### src/hw/rtl/tlvgp_pkg.sv
// Package for the TLV group parser: result word type and status codes.
// No dependencies; imported by every module of the block.
`default_nettype none

package tlvgp_pkg;

  localparam int unsigned DATA_W = 32;

  // Byte address of the search register; word index is paddr[2].
  localparam logic ADDR_SEARCH_TAG = 1'b0;

  localparam logic [7:0] TAG_LOW_ALL = 8'h1F;
  localparam logic [7:0] MORE_BIT    = 8'h80;
  localparam logic [6:0] COUNT_MASK  = 7'h7F;

  typedef enum logic [2:0] {
    ST_OK       = 3'd0,
    ST_BAD_TAG  = 3'd1,
    ST_BAD_LEN  = 3'd2,
    ST_TRUNC    = 3'd3,
    ST_STOPPED  = 3'd4,
    ST_TOO_LONG = 3'd5
  } tlvgp_status_t;

  typedef struct packed {
    logic [31:0]   tag_value;
    logic [31:0]   value_length;
    logic [15:0]   element_offset;
    logic [3:0]    header_bytes;
    logic [15:0]   element_index;
    logic          tag_matches;
    logic          group_done;
    tlvgp_status_t status;
  } tlvgp_result_t;

endpackage

`default_nettype wire

### src/hw/rtl/tlvgp_cfg.sv
// APB-style register file holding the search tag.
// Uses tlvgp_pkg for the register address.
`default_nettype none

module tlvgp_cfg
  import tlvgp_pkg::*;
(
  input  wire logic        clk,
  input  wire logic        rst_n,
  input  wire logic        psel,
  input  wire logic        penable,
  input  wire logic        pwrite,
  input  wire logic [2:0]  paddr,
  input  wire logic [31:0] pwdata,
  output logic      [31:0] prdata,
  output logic             pready,
  output logic      [31:0] search_tag
);

  logic [31:0] search_tag_r;
  logic        wr_search;

  assign pready    = 1'b1;
  assign wr_search = psel && penable && pwrite && (paddr[2] == ADDR_SEARCH_TAG);

  always_ff @(posedge clk) begin
    if (!rst_n) begin
      search_tag_r <= '0;
    end else if (wr_search) begin
      search_tag_r <= pwdata;
    end
  end

  assign prdata     = (paddr[2] == ADDR_SEARCH_TAG) ? search_tag_r : '0;
  assign search_tag = search_tag_r;

endmodule

`default_nettype wire

### src/hw/rtl/tlvgp_walker.sv
// Element walker: per-byte TLV decode state and the result word for one byte.
// Uses tlvgp_pkg for the result type and status codes.
`default_nettype none

module tlvgp_walker
  import tlvgp_pkg::*;
#(
  parameter int unsigned MAX_TAG_BYTES   = 4,
  parameter int unsigned MAX_LEN_BYTES   = 4,
  parameter int unsigned MAX_GROUP_BYTES = 65536
) (
  input  wire logic          clk,
  input  wire logic          rst_n,
  input  wire logic          step,
  input  wire logic [7:0]    data_byte,
  input  wire logic          last_byte,
  input  wire logic [31:0]   search_tag,
  output logic               res_valid,
  output tlvgp_result_t      res
);

  localparam int unsigned TAG_W     = 8 * MAX_TAG_BYTES;
  localparam int unsigned LEN_W     = 8 * MAX_LEN_BYTES;
  localparam int unsigned POS_W     = $clog2(MAX_GROUP_BYTES + 1);
  localparam int unsigned TCNT_W    = $clog2(MAX_TAG_BYTES + 1);
  localparam int unsigned LLEFT_W   = $clog2(MAX_LEN_BYTES + 1);

  typedef enum logic [2:0] {
    PH_TAG_START,
    PH_TAG_MORE,
    PH_LEN_FIRST,
    PH_LEN_MORE,
    PH_VALUE
  } phase_t;

  phase_t              phase_r,      phase_nxt;
  logic [TAG_W-1:0]    tag_accum_r,  tag_accum_nxt;
  logic [TCNT_W-1:0]   tag_cnt_r,    tag_cnt_nxt;
  logic [LEN_W-1:0]    len_accum_r,  len_accum_nxt;
  logic [LLEFT_W-1:0]  len_left_r,   len_left_nxt;
  logic [LEN_W-1:0]    val_left_r,   val_left_nxt;
  logic [POS_W-1:0]    pos_r,        pos_nxt;
  logic [15:0]         elem_start_r, elem_start_nxt;
  logic [3:0]          hdr_cnt_r,    hdr_cnt_nxt;
  logic [15:0]         elem_seen_r,  elem_seen_nxt;
  logic                stopped_r,    stopped_nxt;

  tlvgp_status_t       err;
  logic                complete;
  logic                new_group;
  logic [6:0]          cnt_n;
  logic [LEN_W-1:0]    val_dec;
  logic [LLEFT_W-1:0]  left_dec;
  logic [31:0]         tag_out;

  assign cnt_n    = data_byte[6:0] & COUNT_MASK;
  assign val_dec  = (val_left_r != '0) ? val_left_r - LEN_W'(1) : val_left_r;
  assign left_dec = (len_left_r != '0) ? len_left_r - LLEFT_W'(1) : len_left_r;

  always_comb begin
    phase_nxt      = phase_r;
    tag_accum_nxt  = tag_accum_r;
    tag_cnt_nxt    = tag_cnt_r;
    len_accum_nxt  = len_accum_r;
    len_left_nxt   = len_left_r;
    val_left_nxt   = val_left_r;
    pos_nxt        = pos_r;
    elem_start_nxt = elem_start_r;
    hdr_cnt_nxt    = hdr_cnt_r;
    elem_seen_nxt  = elem_seen_r;
    stopped_nxt    = stopped_r;
    err            = ST_OK;
    complete       = 1'b0;

    if (!stopped_r) begin
      if (pos_r >= POS_W'(MAX_GROUP_BYTES)) begin
        err = ST_TOO_LONG;
      end else begin
        pos_nxt = pos_r + POS_W'(1);
        case (phase_r)
          PH_TAG_START: begin
            if (data_byte == 8'h00) begin
              err = ST_BAD_TAG;
            end else begin
              elem_start_nxt = 16'(pos_r);
              tag_accum_nxt  = TAG_W'(data_byte);
              tag_cnt_nxt    = TCNT_W'(1);
              hdr_cnt_nxt    = 4'd1;
              len_accum_nxt  = '0;
              phase_nxt      = ((data_byte & TAG_LOW_ALL) == TAG_LOW_ALL) ?
                               PH_TAG_MORE : PH_LEN_FIRST;
            end
          end
          PH_TAG_MORE: begin
            if (tag_cnt_r >= TCNT_W'(MAX_TAG_BYTES)) begin
              err = ST_BAD_TAG;
            end else begin
              tag_cnt_nxt   = tag_cnt_r + TCNT_W'(1);
              hdr_cnt_nxt   = hdr_cnt_r + 4'd1;
              tag_accum_nxt = (tag_accum_r << 8) | TAG_W'(data_byte);
              if ((data_byte & MORE_BIT) == 8'h00) begin
                phase_nxt = PH_LEN_FIRST;
              end
            end
          end
          PH_LEN_FIRST: begin
            hdr_cnt_nxt = hdr_cnt_r + 4'd1;
            if ((data_byte & MORE_BIT) == 8'h00) begin
              len_accum_nxt = LEN_W'(data_byte);
              if (data_byte == 8'h00) begin
                complete = 1'b1;
              end else begin
                val_left_nxt = LEN_W'(data_byte);
                phase_nxt    = PH_VALUE;
              end
            end else if (cnt_n == 7'd0 || cnt_n == COUNT_MASK ||
                         32'(cnt_n) > MAX_LEN_BYTES) begin
              err = ST_BAD_LEN;
            end else begin
              len_accum_nxt = '0;
              len_left_nxt  = LLEFT_W'(cnt_n);
              phase_nxt     = PH_LEN_MORE;
            end
          end
          PH_LEN_MORE: begin
            hdr_cnt_nxt   = hdr_cnt_r + 4'd1;
            len_accum_nxt = (len_accum_r << 8) | LEN_W'(data_byte);
            len_left_nxt  = left_dec;
            if (left_dec == '0) begin
              if (len_accum_nxt == '0) begin
                complete = 1'b1;
              end else begin
                val_left_nxt = len_accum_nxt;
                phase_nxt    = PH_VALUE;
              end
            end
          end
          default: begin
            val_left_nxt = val_dec;
            if (val_dec == '0) begin
              complete = 1'b1;
            end
          end
        endcase
      end
    end

    // Result word for this byte
    tag_out       = 32'(tag_accum_nxt);
    res           = '0;
    res.element_index = elem_seen_r;
    res.group_done    = last_byte;
    res.status        = ST_OK;
    res_valid         = 1'b0;
    new_group         = 1'b0;

    if (stopped_r) begin
      if (last_byte) begin
        res_valid  = 1'b1;
        res.status = ST_STOPPED;
        new_group  = 1'b1;
      end
    end else if (err != ST_OK) begin
      res_valid  = 1'b1;
      res.status = err;
      if (last_byte) begin
        new_group = 1'b1;
      end else begin
        stopped_nxt = 1'b1;
      end
    end else if (complete) begin
      res_valid          = 1'b1;
      res.tag_value      = tag_out;
      res.value_length   = 32'(len_accum_nxt);
      res.element_offset = elem_start_nxt;
      res.header_bytes   = hdr_cnt_nxt;
      res.tag_matches    = (tag_out == search_tag);
      elem_seen_nxt      = elem_seen_r + 16'd1;
      phase_nxt          = PH_TAG_START;
      new_group          = last_byte;
    end else if (last_byte) begin
      res_valid  = 1'b1;
      res.status = ST_TRUNC;
      new_group  = 1'b1;
    end

    if (new_group) begin
      phase_nxt     = PH_TAG_START;
      tag_cnt_nxt   = '0;
      len_left_nxt  = '0;
      val_left_nxt  = '0;
      pos_nxt       = '0;
      elem_seen_nxt = '0;
      stopped_nxt   = 1'b0;
    end

    if (!step) begin
      res_valid = 1'b0;
    end
  end

  always_ff @(posedge clk) begin
    if (!rst_n) begin
      phase_r     <= PH_TAG_START;
      tag_cnt_r   <= '0;
      len_left_r  <= '0;
      val_left_r  <= '0;
      pos_r       <= '0;
      elem_seen_r <= '0;
      stopped_r   <= 1'b0;
    end else if (step) begin
      phase_r     <= phase_nxt;
      tag_cnt_r   <= tag_cnt_nxt;
      len_left_r  <= len_left_nxt;
      val_left_r  <= val_left_nxt;
      pos_r       <= pos_nxt;
      elem_seen_r <= elem_seen_nxt;
      stopped_r   <= stopped_nxt;
    end
  end

  // Element header payload; rewritten on a nonzero first tag byte that starts an element
  always_ff @(posedge clk) begin
    if (step) begin
      tag_accum_r  <= tag_accum_nxt;
      len_accum_r  <= len_accum_nxt;
      elem_start_r <= elem_start_nxt;
      hdr_cnt_r    <= hdr_cnt_nxt;
    end
  end

endmodule

`default_nettype wire

### src/hw/rtl/tlvgp_out_reg.sv
// Result register: holds one result word until the consumer takes it.
// Uses tlvgp_pkg for the result type.
`default_nettype none

module tlvgp_out_reg
  import tlvgp_pkg::*;
(
  input  wire logic          clk,
  input  wire logic          rst_n,
  input  wire logic          res_valid,
  input  wire tlvgp_result_t res,
  input  wire logic          out_stall,
  output logic               advance,
  output logic               out_valid,
  output tlvgp_result_t      out_res
);

  logic          out_valid_r;
  tlvgp_result_t out_res_r;

  // Register can load when empty or when its word leaves this cycle
  assign advance = !out_valid_r || !out_stall;

  always_ff @(posedge clk) begin
    if (!rst_n) begin
      out_valid_r <= 1'b0;
    end else if (advance) begin
      out_valid_r <= res_valid;
    end
  end

  always_ff @(posedge clk) begin
    if (advance && res_valid) begin
      out_res_r <= res;
    end
  end

  assign out_valid = out_valid_r;
  assign out_res   = out_res_r;

endmodule

`default_nettype wire

### src/hw/rtl/ber_tlv_group_parser.sv
// Top level of the BER-TLV group parser: input register, walker, result register.
// Depends on tlvgp_pkg, tlvgp_cfg, tlvgp_walker and tlvgp_out_reg.
//
//   channel | direction | handshake          | word
//   --------+-----------+--------------------+------------------------------------------
//   in_     | in        | in_valid/in_stall  | data_byte, last_byte
//   out_    | out       | out_valid/out_stall| tag, length, offset, header, index, status
//   apb     | in        | psel/penable/pready| search_tag at byte address 0
//
// One byte per clock while the result side does not stall. A word in the input register
// is decoded there and its result (if any) is registered in the result register, which
// drives out_valid. The walker's per-byte decode sets the rate.
// Synchronous active-low reset clears the walker state and both valid flags.
// A stalled result holds the input register, which then stalls the input side.
`default_nettype none

module ber_tlv_group_parser
  import tlvgp_pkg::*;
#(
  parameter int unsigned MAX_TAG_BYTES   = 4,
  parameter int unsigned MAX_LEN_BYTES   = 4,
  parameter int unsigned MAX_GROUP_BYTES = 65536
) (
  input  wire logic        clk,
  input  wire logic        rst_n,
  // input words
  input  wire logic        in_valid,
  output logic             in_stall,
  input  wire logic [7:0]  in_data_byte,
  input  wire logic        in_last_byte,
  // result words
  output logic             out_valid,
  input  wire logic        out_stall,
  output logic [31:0]      out_tag_value,
  output logic [31:0]      out_value_length,
  output logic [15:0]      out_element_offset,
  output logic [3:0]       out_header_bytes,
  output logic [15:0]      out_element_index,
  output logic             out_tag_matches,
  output logic             out_group_done,
  output logic [2:0]       out_status,
  // configuration
  input  wire logic        psel,
  input  wire logic        penable,
  input  wire logic        pwrite,
  input  wire logic [2:0]  paddr,
  input  wire logic [31:0] pwdata,
  output logic      [31:0] prdata,
  output logic             pready
);

  logic          s1_valid_r;
  logic [7:0]    s1_byte_r;
  logic          s1_last_r;
  logic          advance;
  logic          step;
  logic          res_valid;
  tlvgp_result_t res;
  tlvgp_result_t out_res;
  logic [31:0]   search_tag;

  // Input register: refills whenever its word moves on (or it is empty)
  assign in_stall = s1_valid_r && !advance;
  assign step     = s1_valid_r && advance;

  always_ff @(posedge clk) begin
    if (!rst_n) begin
      s1_valid_r <= 1'b0;
    end else if (!in_stall) begin
      s1_valid_r <= in_valid;
    end
  end

  always_ff @(posedge clk) begin
    if (in_valid && !in_stall) begin
      s1_byte_r <= in_data_byte;
      s1_last_r <= in_last_byte;
    end
  end

  tlvgp_cfg u_cfg (
    .clk        (clk),
    .rst_n      (rst_n),
    .psel       (psel),
    .penable    (penable),
    .pwrite     (pwrite),
    .paddr      (paddr),
    .pwdata     (pwdata),
    .prdata     (prdata),
    .pready     (pready),
    .search_tag (search_tag)
  );

  tlvgp_walker #(
    .MAX_TAG_BYTES   (MAX_TAG_BYTES),
    .MAX_LEN_BYTES   (MAX_LEN_BYTES),
    .MAX_GROUP_BYTES (MAX_GROUP_BYTES)
  ) u_walker (
    .clk        (clk),
    .rst_n      (rst_n),
    .step       (step),
    .data_byte  (s1_byte_r),
    .last_byte  (s1_last_r),
    .search_tag (search_tag),
    .res_valid  (res_valid),
    .res        (res)
  );

  tlvgp_out_reg u_out_reg (
    .clk       (clk),
    .rst_n     (rst_n),
    .res_valid (res_valid),
    .res       (res),
    .out_stall (out_stall),
    .advance   (advance),
    .out_valid (out_valid),
    .out_res   (out_res)
  );

  assign out_tag_value      = out_res.tag_value;
  assign out_value_length   = out_res.value_length;
  assign out_element_offset = out_res.element_offset;
  assign out_header_bytes   = out_res.header_bytes;
  assign out_element_index  = out_res.element_index;
  assign out_tag_matches    = out_res.tag_matches;
  assign out_group_done     = out_res.group_done;
  assign out_status         = out_res.status;

endmodule

`default_nettype wire
### config.mk
export PLATFORM = sky130hd
export DESIGN_NAME = ber_tlv_group_parser
export DESIGN_NICKNAME = d
export VERILOG_FILES = /design/src/hw/rtl/tlvgp_pkg.sv /design/src/hw/rtl/tlvgp_cfg.sv /design/src/hw/rtl/tlvgp_walker.sv /design/src/hw/rtl/tlvgp_out_reg.sv /design/src/hw/rtl/ber_tlv_group_parser.sv
export SDC_FILE = /design/constraint.sdc
export NUM_CORES = 1
export LEC_CHECK = 0
export BUFFER_PORTS_ARGS = -buffer_cell sky130_fd_sc_hd__buf_2
export CAP_MARGIN = 15
export CORE_MARGIN = 3
export CORE_UTILIZATION = 58
export CTS_CLUSTER_SIZE = 8
export DETAILED_ROUTE_END_ITERATION = 8
export PLACE_DENSITY = 0.77
export SLEW_MARGIN = 20
export SYNTH_ARGS = -nofsm -noshare
export SYNTH_HDL_FRONTEND = slang
export SYNTH_HIERARCHICAL = 1
export SYNTH_SLANG_ARGS = --single-unit
### constraint.sdc
create_clock -name clk -period 6.9 [get_ports clk]
set_clock_uncertainty 0.15 [all_clocks]
set_input_delay 0.345 -clock clk [delete_from_list [all_inputs] [get_ports clk]]
set_output_delay 0.345 -clock clk [all_outputs]
set_load 0.02 [all_outputs]
### Word-level counts from Yosys, hierarchy flattened

Index checks and enable logic that the tools add are counted.

* register bits: 307
* input bits: 51
* output and inout port bits: 140

* add/sub/neg operators: 6
* $lt $le $gt $ge: 3
* equal/unequal tests: 18
* muxes and demuxes: 98
* bitwise logic cells: 4
* reduce and logical (&&, ||, !) cells: 35

Operator list (count)
* 32-bit 2-to-1 mux: 18
* 32-bit one-hot mux with 3 select lines: 2
* 16-bit 2-to-1 mux: 8
* 3-bit 2-to-1 mux: 32
* 32-bit zero test: 2
* 32-bit by 8-bit OR with 32-bit output: 2
* 32-bit one-hot mux with 2 select lines: 1
* 17-bit 2-to-1 mux: 3
* 32-bit == test: 1
* 32-bit nonzero test: 1
* 32-bit by 1-bit subtractor with 32-bit output, second input constant: 1
* 1-bit 2-to-1 mux: 21
* 3-bit by 2-bit inequality test with 1-bit output, second input constant: 6
* 17-bit by 1-bit adder with 17-bit output, second input constant: 1
* 17-bit greater-or-equal comparator, second input constant: 1
* 16-bit by 1-bit adder with 16-bit output, second input constant: 1
* 8-bit zero test: 2
* 4-bit 2-to-1 mux: 4
* 3-bit one-hot mux with 2 select lines: 2
* 3-bit one-hot mux with 4 select lines: 1
* 4-bit one-hot mux with 3 select lines: 1
* 6-bit AND reduction: 2
* 3-bit nonzero test: 4
* 3-bit one-hot mux with 3 select lines: 1
* other kinds (26): 46

### Longest topological paths before layout

Gate-level depths: netlist of run 1.

* depth after elaboration: 13
* mapped depth: 13
* gate-level depth less buffers: 12

### By module

Netlist of run 1, hierarchy kept.

By module, submodules not included
* tlvgp_walker: instances 1, cells an instance 1059, area an instance 9626.7 um^2, sequential area each 4023.9 um^2
* tlvgp_out_reg: instances 1, cells an instance 110, area an instance 3194.3 um^2, sequential area each 3173.0 um^2
* tlvgp_cfg: instances 1, cells an instance 177, area an instance 1537.7 um^2, sequential area each 640.6 um^2
* ber_tlv_group_parser: instances 1, cells an instance 14, area an instance 324.1 um^2, sequential area each 290.3 um^2

### Worst setup path after synthesis of run 1

OpenSTA, ideal clock, no wires.

* path kind: flip-flop to flip-flop
* start: register u_out_reg.out_valid_r (netlist: u_out_reg/out_valid)
* end: register u_out_reg.out_res_r (netlist bit u_out_reg/out_res[0]), enable pin
* arrival: 5.763 ns
* data required time: 6.274 ns
* slack: 0.511 ns
* cell stages (with the launch flop): 7
* path through: dfxtp_1 nand2_1 and2_1 clkbuf_1 clkbuf_1 o31a_1 and2_1

* word-level cells in the longest chain between the ends: 5

RTL lines
* start: declaration: line tlvgp_out_reg.sv:18 `logic out_valid_r;`
* start signal: assignment: line tlvgp_out_reg.sv:28 `out_valid_r <= res_valid;`
* 1-bit zero test: line tlvgp_out_reg.sv:22 `assign advance = !out_valid_r || !out_stall;`
* 1-bit logical OR: line tlvgp_out_reg.sv:22
* net advance: line ber_tlv_group_parser.sv:55 `logic advance;`
* 1-bit logical AND: line ber_tlv_group_parser.sv:64 `assign step = s1_valid_r && advance;`
* net step: line ber_tlv_group_parser.sv:56 `logic step;`
* 1-bit 2-to-1 mux: line tlvgp_walker.sv:197 `if (!step) begin`
* net res_valid: line ber_tlv_group_parser.sv:57 `logic res_valid;`
* 1-bit logical AND: line tlvgp_out_reg.sv:33 `if (advance && res_valid) begin`
* end signal: assignment: line tlvgp_out_reg.sv:34 `out_res_r <= res;`
* end: declaration: line tlvgp_out_reg.sv:19 `tlvgp_result_t out_res_r;`

The timed path passes the listed nets, and every way through them passes these cells.
A chain may end at the register's enable or synchronous reset.

### Worst setup path after layout of run 1

* start: register u_walker.val_left_r[0]
* end: register u_out_reg.out_res_r (netlist bit u_out_reg/out_res[71]), enable pin

* word-level cells in the longest chain between the ends: 12
* elaborated cells between the ends (all ways): 13
* those cells by class: 1 x add/sub; 9 x mux; 3 x reduce/logical

RTL lines
* start: declaration: line tlvgp_walker.sv:41 `logic [LEN_W-1:0] val_left_r, val_left_nxt;`
* start signal: assignment: line tlvgp_walker.sv:215 `val_left_r <= val_left_nxt;`
* 32-bit by 1-bit subtractor with 32-bit output / 32-bit nonzero test (equally long branches): line tlvgp_walker.sv:57 `assign val_dec = (val_left_r != '0) ? val_left_r - LEN_W'(1) : val_left_r;`
* 32-bit 2-to-1 mux (*): line tlvgp_walker.sv:57
* 32-bit zero test (*): line tlvgp_walker.sv:140 `if (val_dec == '0) begin`
* 1-bit 2-to-1 mux (*): line tlvgp_walker.sv:140
* 1-bit one-hot mux with 3 select lines (*): line tlvgp_walker.sv:80 `case (phase_r)`
* 1-bit 2-to-1 mux (*): line tlvgp_walker.sv:76 `if (pos_r >= POS_W'(MAX_GROUP_BYTES)) begin`
* 1-bit 2-to-1 mux (*): line tlvgp_walker.sv:75 `if (!stopped_r) begin`
* 1-bit 2-to-1 mux (*): line tlvgp_walker.sv:171 `end else if (complete) begin`
* 1-bit 2-to-1 mux (*): line tlvgp_walker.sv:163 `end else if (err != ST_OK) begin`
* 1-bit 2-to-1 mux (*): line tlvgp_walker.sv:157 `if (stopped_r) begin`
* 1-bit 2-to-1 mux (*): line tlvgp_walker.sv:197
* net res_valid: line ber_tlv_group_parser.sv:57
* 1-bit logical AND (*): line tlvgp_out_reg.sv:33

Mark *: on every way through the listed nets, which the timed path passes. The rest lies on a longest branch.

==> results.py, run 1 <==
metrics = {
    "run_status": {
        "status": "finished clean",
    },
    "detailed_routing": {
        "vias": 11600,
        "wl_per_cell_um": 20.0,
        "drt_iter0_markers": 1079,
        "drc": 0,
        "firstDrtPassIters": 6,
        "antenna_left": 0,
        "vias_per_cell": 6.05,
        "routed_wl_um": 38300,
    },
    "placement": {
        "place_area_sq_um": 15800,
        "gp_congestion": 0.927,
        "dp_hpwl_um": 24700,
        "dp_slack_ns": 1.69,
        "portBuffers": 187,
        "dp.cells": 1797,
    },
    "cells_and_area": {
        "finalNetCount": 1622,
        "diodes": 0,
        "multi_input_area_sq_um": 6090,
        "n_fill_cell": 1774,
        "utilization_pct": 71.2,
        "area_growth_pct": 19.3,
        "stdcell_count": 1919,
        "final_layout_size_suffix_gt1_share_pct": 18.4,
        "seq_area_sq_um": 8130,
        "fin_area_sq_um": 17500,
    },
    "synth": {
        "ys_ff_latch": 307,
        "synth_common_cells": "edfxtp_1 (198), nor2b_1 (143), nand2_1 (120)",
        "synth_top_area_share_pct": 40.5,
        "yosys.area.top_type": "edfxtp_1",
        "yosys_warnings": 6,
        "synthArstFlopShare_pct": 0,
        "yosysSeqAreaShare_pct": 55.4,
        "avgSynthCellArea_sq_um": 10.8,
        "synth_edf_count": 198,
        "synthesis.nets": 1420,
        "synth.most_common_cell": "edfxtp_1",
        "synth.distinct_cells": 77,
        "synth_area_sq_um": 14700,
        "synth_cells": 1360,
        "synth_area_leaders": "edfxtp_1 (40%), dfxtp_1 (15%), nor2b_1 (6.1%)",
        "synth_flop_cell": "edfxtp_1",
    },
    "critical_path": {
        "worstPathArrival_ns": 5.51,
        "cp_cell_sequence": "nor4_1, nand4_1, a2111oi_0, a21oi_1, a2111o_1, a2111o_1, nor3_4, buf_4, o31a_1, and2_4, buf_12",
        "critPathMaxFanout": 39,
        "end_kind": "register",
        "slowest_delay_ns": 0.74,
        "slowest_stage": "a2111oi_0",
        "critPathLaunchType": "register",
        "critPathTopFamily": "simple AND/OR/NAND/NOR gates",
        "worstPathRequired_ns": 6.96,
        "cp_common_cell": "a2111o_1",
        "critPathKind": "register to register",
        "critical_path_buf_inv_count": 2,
    },
    "power": {
        "clock_power_share_pct": 36.5,
        "p_comb_share_pct": 25.2,
        "powerDensity_nw_per_um2": 315,
        "switchingPower_mw": 1.69,
        "intPower_mw": 3.82,
        "switching_share_pct": 30.7,
        "p_seq_share_pct": 38.3,
        "power.leakage_nw": 6.67,
        "vdd_drop_max_mv": 0.240,
    },
    "global_route": {
        "grt_max_degree": 92,
        "grt_pass1_wl_um": 59800,
        "antenna_found_initial": 0,
        "grt_pass1_vias": 11000,
        "grt_overflow_total": 0,
        "grt_usage_pct": 27.8,
    },
    "floorplanning": {
        "die_h_um": 165,
        "die_x_um": 165,
        "core.rowCount": 57,
        "pin_count": 191,
        "die-area_sq_um": 27300,
        "initial_core_util_pct": 59.7,
        "fp.coreArea_sq_um": 24600,
    },
    "sta": {
        "period_needed_ns": 5.44,
        "fin_tns_setup_ns": 0,
        "tightest_slew_ns": 1.03,
        "hold_violations": 0,
        "fmax_mhz": 184,
        "drv_slew": 0,
        "setup_viol": 0,
        "slew_headroom_pct": 31.2,
        "fin_ws_ns": 1.46,
        "period_share_pct": 78.9,
        "rsz0062_at_grt": "no",
    },
    "clock_network": {
        "ctsRootBufferMaster": "clkbuf_16",
        "cts_resized": 0,
        "numCtsBuffers": 44,
        "insertion_delay_ns": 0.54,
        "clockBufferDepth": 3,
        "postCtsSetupRepairBufs": 0,
        "htree_levels": 2,
        "cts_sinks": 307,
        "cts_tree": "yes",
        "clk_pin_slew_ns": 0.06,
    },
    "run": {
        "max_cap_violations": 0,
    },
    "hold_path": {
        "hold_class": "input port to register",
    },
}
-- cell type report --
class	instances	area share, %
clock buffer	77	7.12
clock inverter	2	0.286
inverter	24	0.514
timing repair buffer	245	8.59
tap	324	2.31
sequential	307	46.4
multi-input combinational	940	34.8
-- power by group through the flow --
stage / sequential, mW / combinational [mW] / clock [mW]
global placement: 2.14 / 1.32 / 0
global route: 2.11 / 1.53 / 2.13
floorplan: 2.13 / 1.02 / 0
finish: 2.11 / 1.39 / 2.01
detailed placement: 2.14 / 1.33 / 0
CTS: 2.11 / 1.36 / 2.04
-- cell usage in the layout, fill, tap and decap left out, types with 34 or more instances in the layout --
cell and instances:
edfxtp_1 198, buf_2 187, nor2b_1 143, nand2_1 120, dfxtp_1 109, nor2_1 94
a21oi_1 80, a22o_1 56, xor2_1 46, clkbuf_16 45, mux2i_1 44, dlygate4sd3_1 43
nor4_1 35, nor3_1 34
-- per-stage QoR --
step | power, mW | hold WS [ns]
4_1_cts | 5.51 | 0.126
3_3_place_gp | 3.45 | 0.295
5_1_grt | 5.77 | 0.151
2_1_floorplan | 3.15 | 0.278
6_report | 5.51 | 0.143
3_5_place_dp | 3.47 | 0.308
-- cells by family after synthesis --
logic type	Yosys count	share of synthesized area, %
xor+xnor	69	4.12
other cells	1	0.0255
fa+ha+maj	9	0.767
buf+inv	113	3.46
simple gates	539	19.7
mux	59	4.15
compound gates	263	12.4
flops	307	55.4
-- final timing paths --
check	from	end	slack, ns	cells after the start
worst min register to register	u_walker/elem_seen_r[15]	u_out_reg/out_res[20]	0.31	0
worst max-delay path	u_walker/val_left_r[0]	u_out_reg/out_res[71]	1.46	11
worst min-delay path	rst_n	u_walker/val_left_r[2]	0.14	2
worst max register to register	u_walker/val_left_r[0]	u_out_reg/out_res[71]	1.46	11
-- registers in the layout (all words and copies together) (netlist names), 4 cells and up --
| signal | count |
|---|---|
| u_walker/elem_start_r | 16 |
| u_walker/elem_seen_r | 16 |
| s1_byte_r | 8 |
| u_walker/hdr_cnt_r | 4 |
| u_walker/pos_r | 17 |
| u_walker/val_left_r | 32 |
| u_walker/tag_accum_r | 32 |
| u_walker/len_accum_r | 32 |
| u_cfg/search_tag | 32 |
| u_out_reg/out_res | 105 |
-- per-layer routing --
metal / GRT usage, % / up-vias / wire, um
met4: 7.85 / 0 / 960
li1: - / 5394 / -
met2: 44.4 / 571 / 18100
met1: 39.0 / 5550 / 16100
met5: 0 / - / 0
met3: 5.39 / 90 / 3150
-- repair_timing --
item                                    in CTS  in global routing
endpoints found under the setup margin       0                  0
hold endpoints to repair                    43                  0
hold buffers                                43                  0
Power figures use the tool's default switching activity.
==> run 2, diff against run 1 <==
==> constraint.sdc (replaced) <==
create_clock -name clk -period 5.1 [get_ports clk]
set_clock_uncertainty 0.15 [all_clocks]
set_input_delay 0.255 -clock clk [delete_from_list [all_inputs] [get_ports clk]]
set_output_delay 0.255 -clock clk [all_outputs]
set_load 0.02 [all_outputs]
==> run 2 against run 1 <==
Compared with the run above: cell count is 0.47% higher; clock-buffer cell count rose by 3; critical endpoint is now u_out_reg/out_res[39]; combinational power up 39%; non-clock buffer count up 6; register-to-register slack lost 0.95 ns; total power grew 37%; critical path depth shrank 1; wire length increased by 0.23%; critical path type unchanged; highest routed layer unchanged; design area up 0.51%.
==> results.py, run 2 (synthesized netlist as in run 1, its figures left out) <==
metrics = {
    "run_status": {
        "status": "finished clean",
    },
    "hold_path": {
        "min_from": "rst_n",
        "hold_class": "input port to register",
    },
    "global_route": {
        "grt_pass1_vias": 10900,
        "grt_usage_pct": 27.8,
        "grt_overflow_total": 0,
        "antenna_found_initial": 0,
        "grt_pass1_wl_um": 59600,
        "grt_max_degree": 81,
    },
    "detailed_routing": {
        "drt_iter0_markers": 1342,
        "highest_layer": "met4",
        "routed_wl_um": 38400,
        "antenna_left": 0,
        "m1WireLength_um": 16200,
        "vias": 11600,
        "met3WireLength_um": 3380,
        "vias_per_cell": 6.02,
        "drc": 0,
        "wl_per_cell_um": 19.9,
        "firstDrtPassIters": 5,
        "wl_met2_um": 17900,
    },
    "critical_path": {
        "critPathTopFamily": "compound AO/OA/AOI/OAI gates",
        "cp_cell_sequence": "nor4_1, nand4_1, a2111oi_0, a21oi_1, a2111o_1, a2111o_1, nor3_4, o31a_1, and2_4, buf_12",
        "end_kind": "register",
        "slowest_stage": "a2111oi_0",
        "critPathMaxFanout": 64,
        "cp_common_cell": "a2111o_1",
        "critPathLaunchType": "register",
        "critical_path_buf_inv_count": 1,
        "rr_startpoint": "u_walker/val_left_r[0]",
        "slowest_delay_ns": 0.67,
        "critPathKind": "register to register",
        "worstPathArrival_ns": 4.62,
        "startpoint": "u_walker/val_left_r[0]",
        "worstPathRequired_ns": 5.13,
    },
    "power": {
        "p_seq_share_pct": 37.8,
        "intPower_mw": 5.22,
        "vdd_drop_max_mv": 0.303,
        "power.leakage_nw": 6.71,
        "clock_power_share_pct": 36.6,
        "power_mw": 7.55,
        "switching_share_pct": 30.8,
        "switchingPower_mw": 2.33,
        "p_comb_share_pct": 25.6,
        "powerDensity_nw_per_um2": 429,
    },
    "cells_and_area": {
        "n_fill_cell": 1721,
        "area_growth_pct": 19.9,
        "largest_reg_flops": 105,
        "finalNetCount": 1628,
        "mostFrequentLayoutCell": "edfxtp_1",
        "final_layout_size_suffix_gt1_share_pct": 18.7,
        "multi_input_area_sq_um": 6090,
        "seq_area_sq_um": 8130,
        "final_cell_mix": "edfxtp_1 (198), buf_2 (187), nor2b_1 (143)",
        "diodes": 0,
        "fin_area_sq_um": 17600,
        "utilization_pct": 71.5,
    },
    "sta": {
        "setup_viol": 0,
        "fin_tns_setup_ns": 0,
        "drv_slew": 0,
        "worst_hold_slack_ns": 0.162,
        "period_needed_ns": 4.59,
        "hold_violations": 0,
        "tightest_slew_ns": 1.02,
        "period_share_pct": 90.0,
        "rsz0062_at_grt": "no",
        "fmax_mhz": 218,
        "slew_headroom_pct": 31.5,
    },
    "floorplanning": {
        "pin_count": 191,
        "initial_core_util_pct": 59.7,
        "die_x_um": 165,
        "fp.coreArea_sq_um": 24600,
        "die-area_sq_um": 27300,
        "core.rowCount": 57,
        "die_h_um": 165,
    },
    "clock_network": {
        "postCtsSetupRepairBufs": 0,
        "numCtsBuffers": 44,
        "htree_levels": 2,
        "ctsRootBufferMaster": "clkbuf_16",
        "cts_resized": 0,
        "cts_sinks": 307,
        "clockBufferDepth": 3,
        "insertion_delay_ns": 0.53,
        "hold_buffers": 43,
        "clk_pin_slew_ns": 0.05,
        "cts_tree": "yes",
    },
    "placement": {
        "place_area_sq_um": 15800,
        "portBuffers": 187,
        "dp_hpwl_um": 24800,
        "gp_congestion": 0.968,
    },
    "run": {
        "max_cap_violations": 0,
    },
}
run 2: cell count changes in the layout (fill, tap and decap cells not counted):
cell	change
buf_12	+1
buf_4	+5
clkbuf_1	+2
clkbuf_16	+1
clkinv_8	+1
inv_16	-1
nor2_1	+1
nor2_4	-1
o221ai_2	-1
o221ai_4	+1
run 2: cell type report:
cell class / count / share of cell area, %
Sequential cell: 307 / 46.2
Tap cell: 324 / 2.30
Inverter: 24 / 0.512
Timing Repair Buffer: 251 / 8.87
Clock buffer: 80 / 7.26
Multi-Input combinational cell: 940 / 34.6
Clock inverter: 2 / 0.263
run 2: final timing paths:
path | slack (ns) | cells past startpoint | endpoint
max | 0.51 | 10 | u_out_reg/out_res[39]
min | 0.16 | 2 | u_walker/val_left_r[6]
min reg2reg | 0.31 | 0 | u_out_reg/out_res[20]
max reg2reg | 0.51 | 10 | u_out_reg/out_res[39]
run 2: routing by layer:
metal	GRT usage, %	vias to the layer above
li1	-	5401
met1	39.0	5535
met2	44.0	584
met3	5.81	81
met4	7.89	0
met5	0	-
run 2: power by group through the flow:
stage	combinational, mW	sequential, mW	clock, mW
finish	1.93	2.86	2.76
global route	2.12	2.86	2.92
CTS	1.89	2.85	2.80
detailed placement	1.84	2.90	0
global placement	1.82	2.89	0
floorplan	1.38	2.88	0
run 2: through the flow:
step | cells | setup slack, ns
after global placement | 1803 | 0.654
after CTS | 1928 | 0.562
after detailed placement | 1803 | 0.600
after global routing | 1928 | 0.170
final | 1928 | 0.509
after floorplan | 1360 | 0.0545
run 2: worst reg2reg max path, delay by kind of cell (launching register included):
kind	cells	cell delay, ns
AOI/OAI and AO/OA	5	1.79
buffers and inverters	1	0.30
DFF	1	0.36
and+or+nand+nor	4	1.61
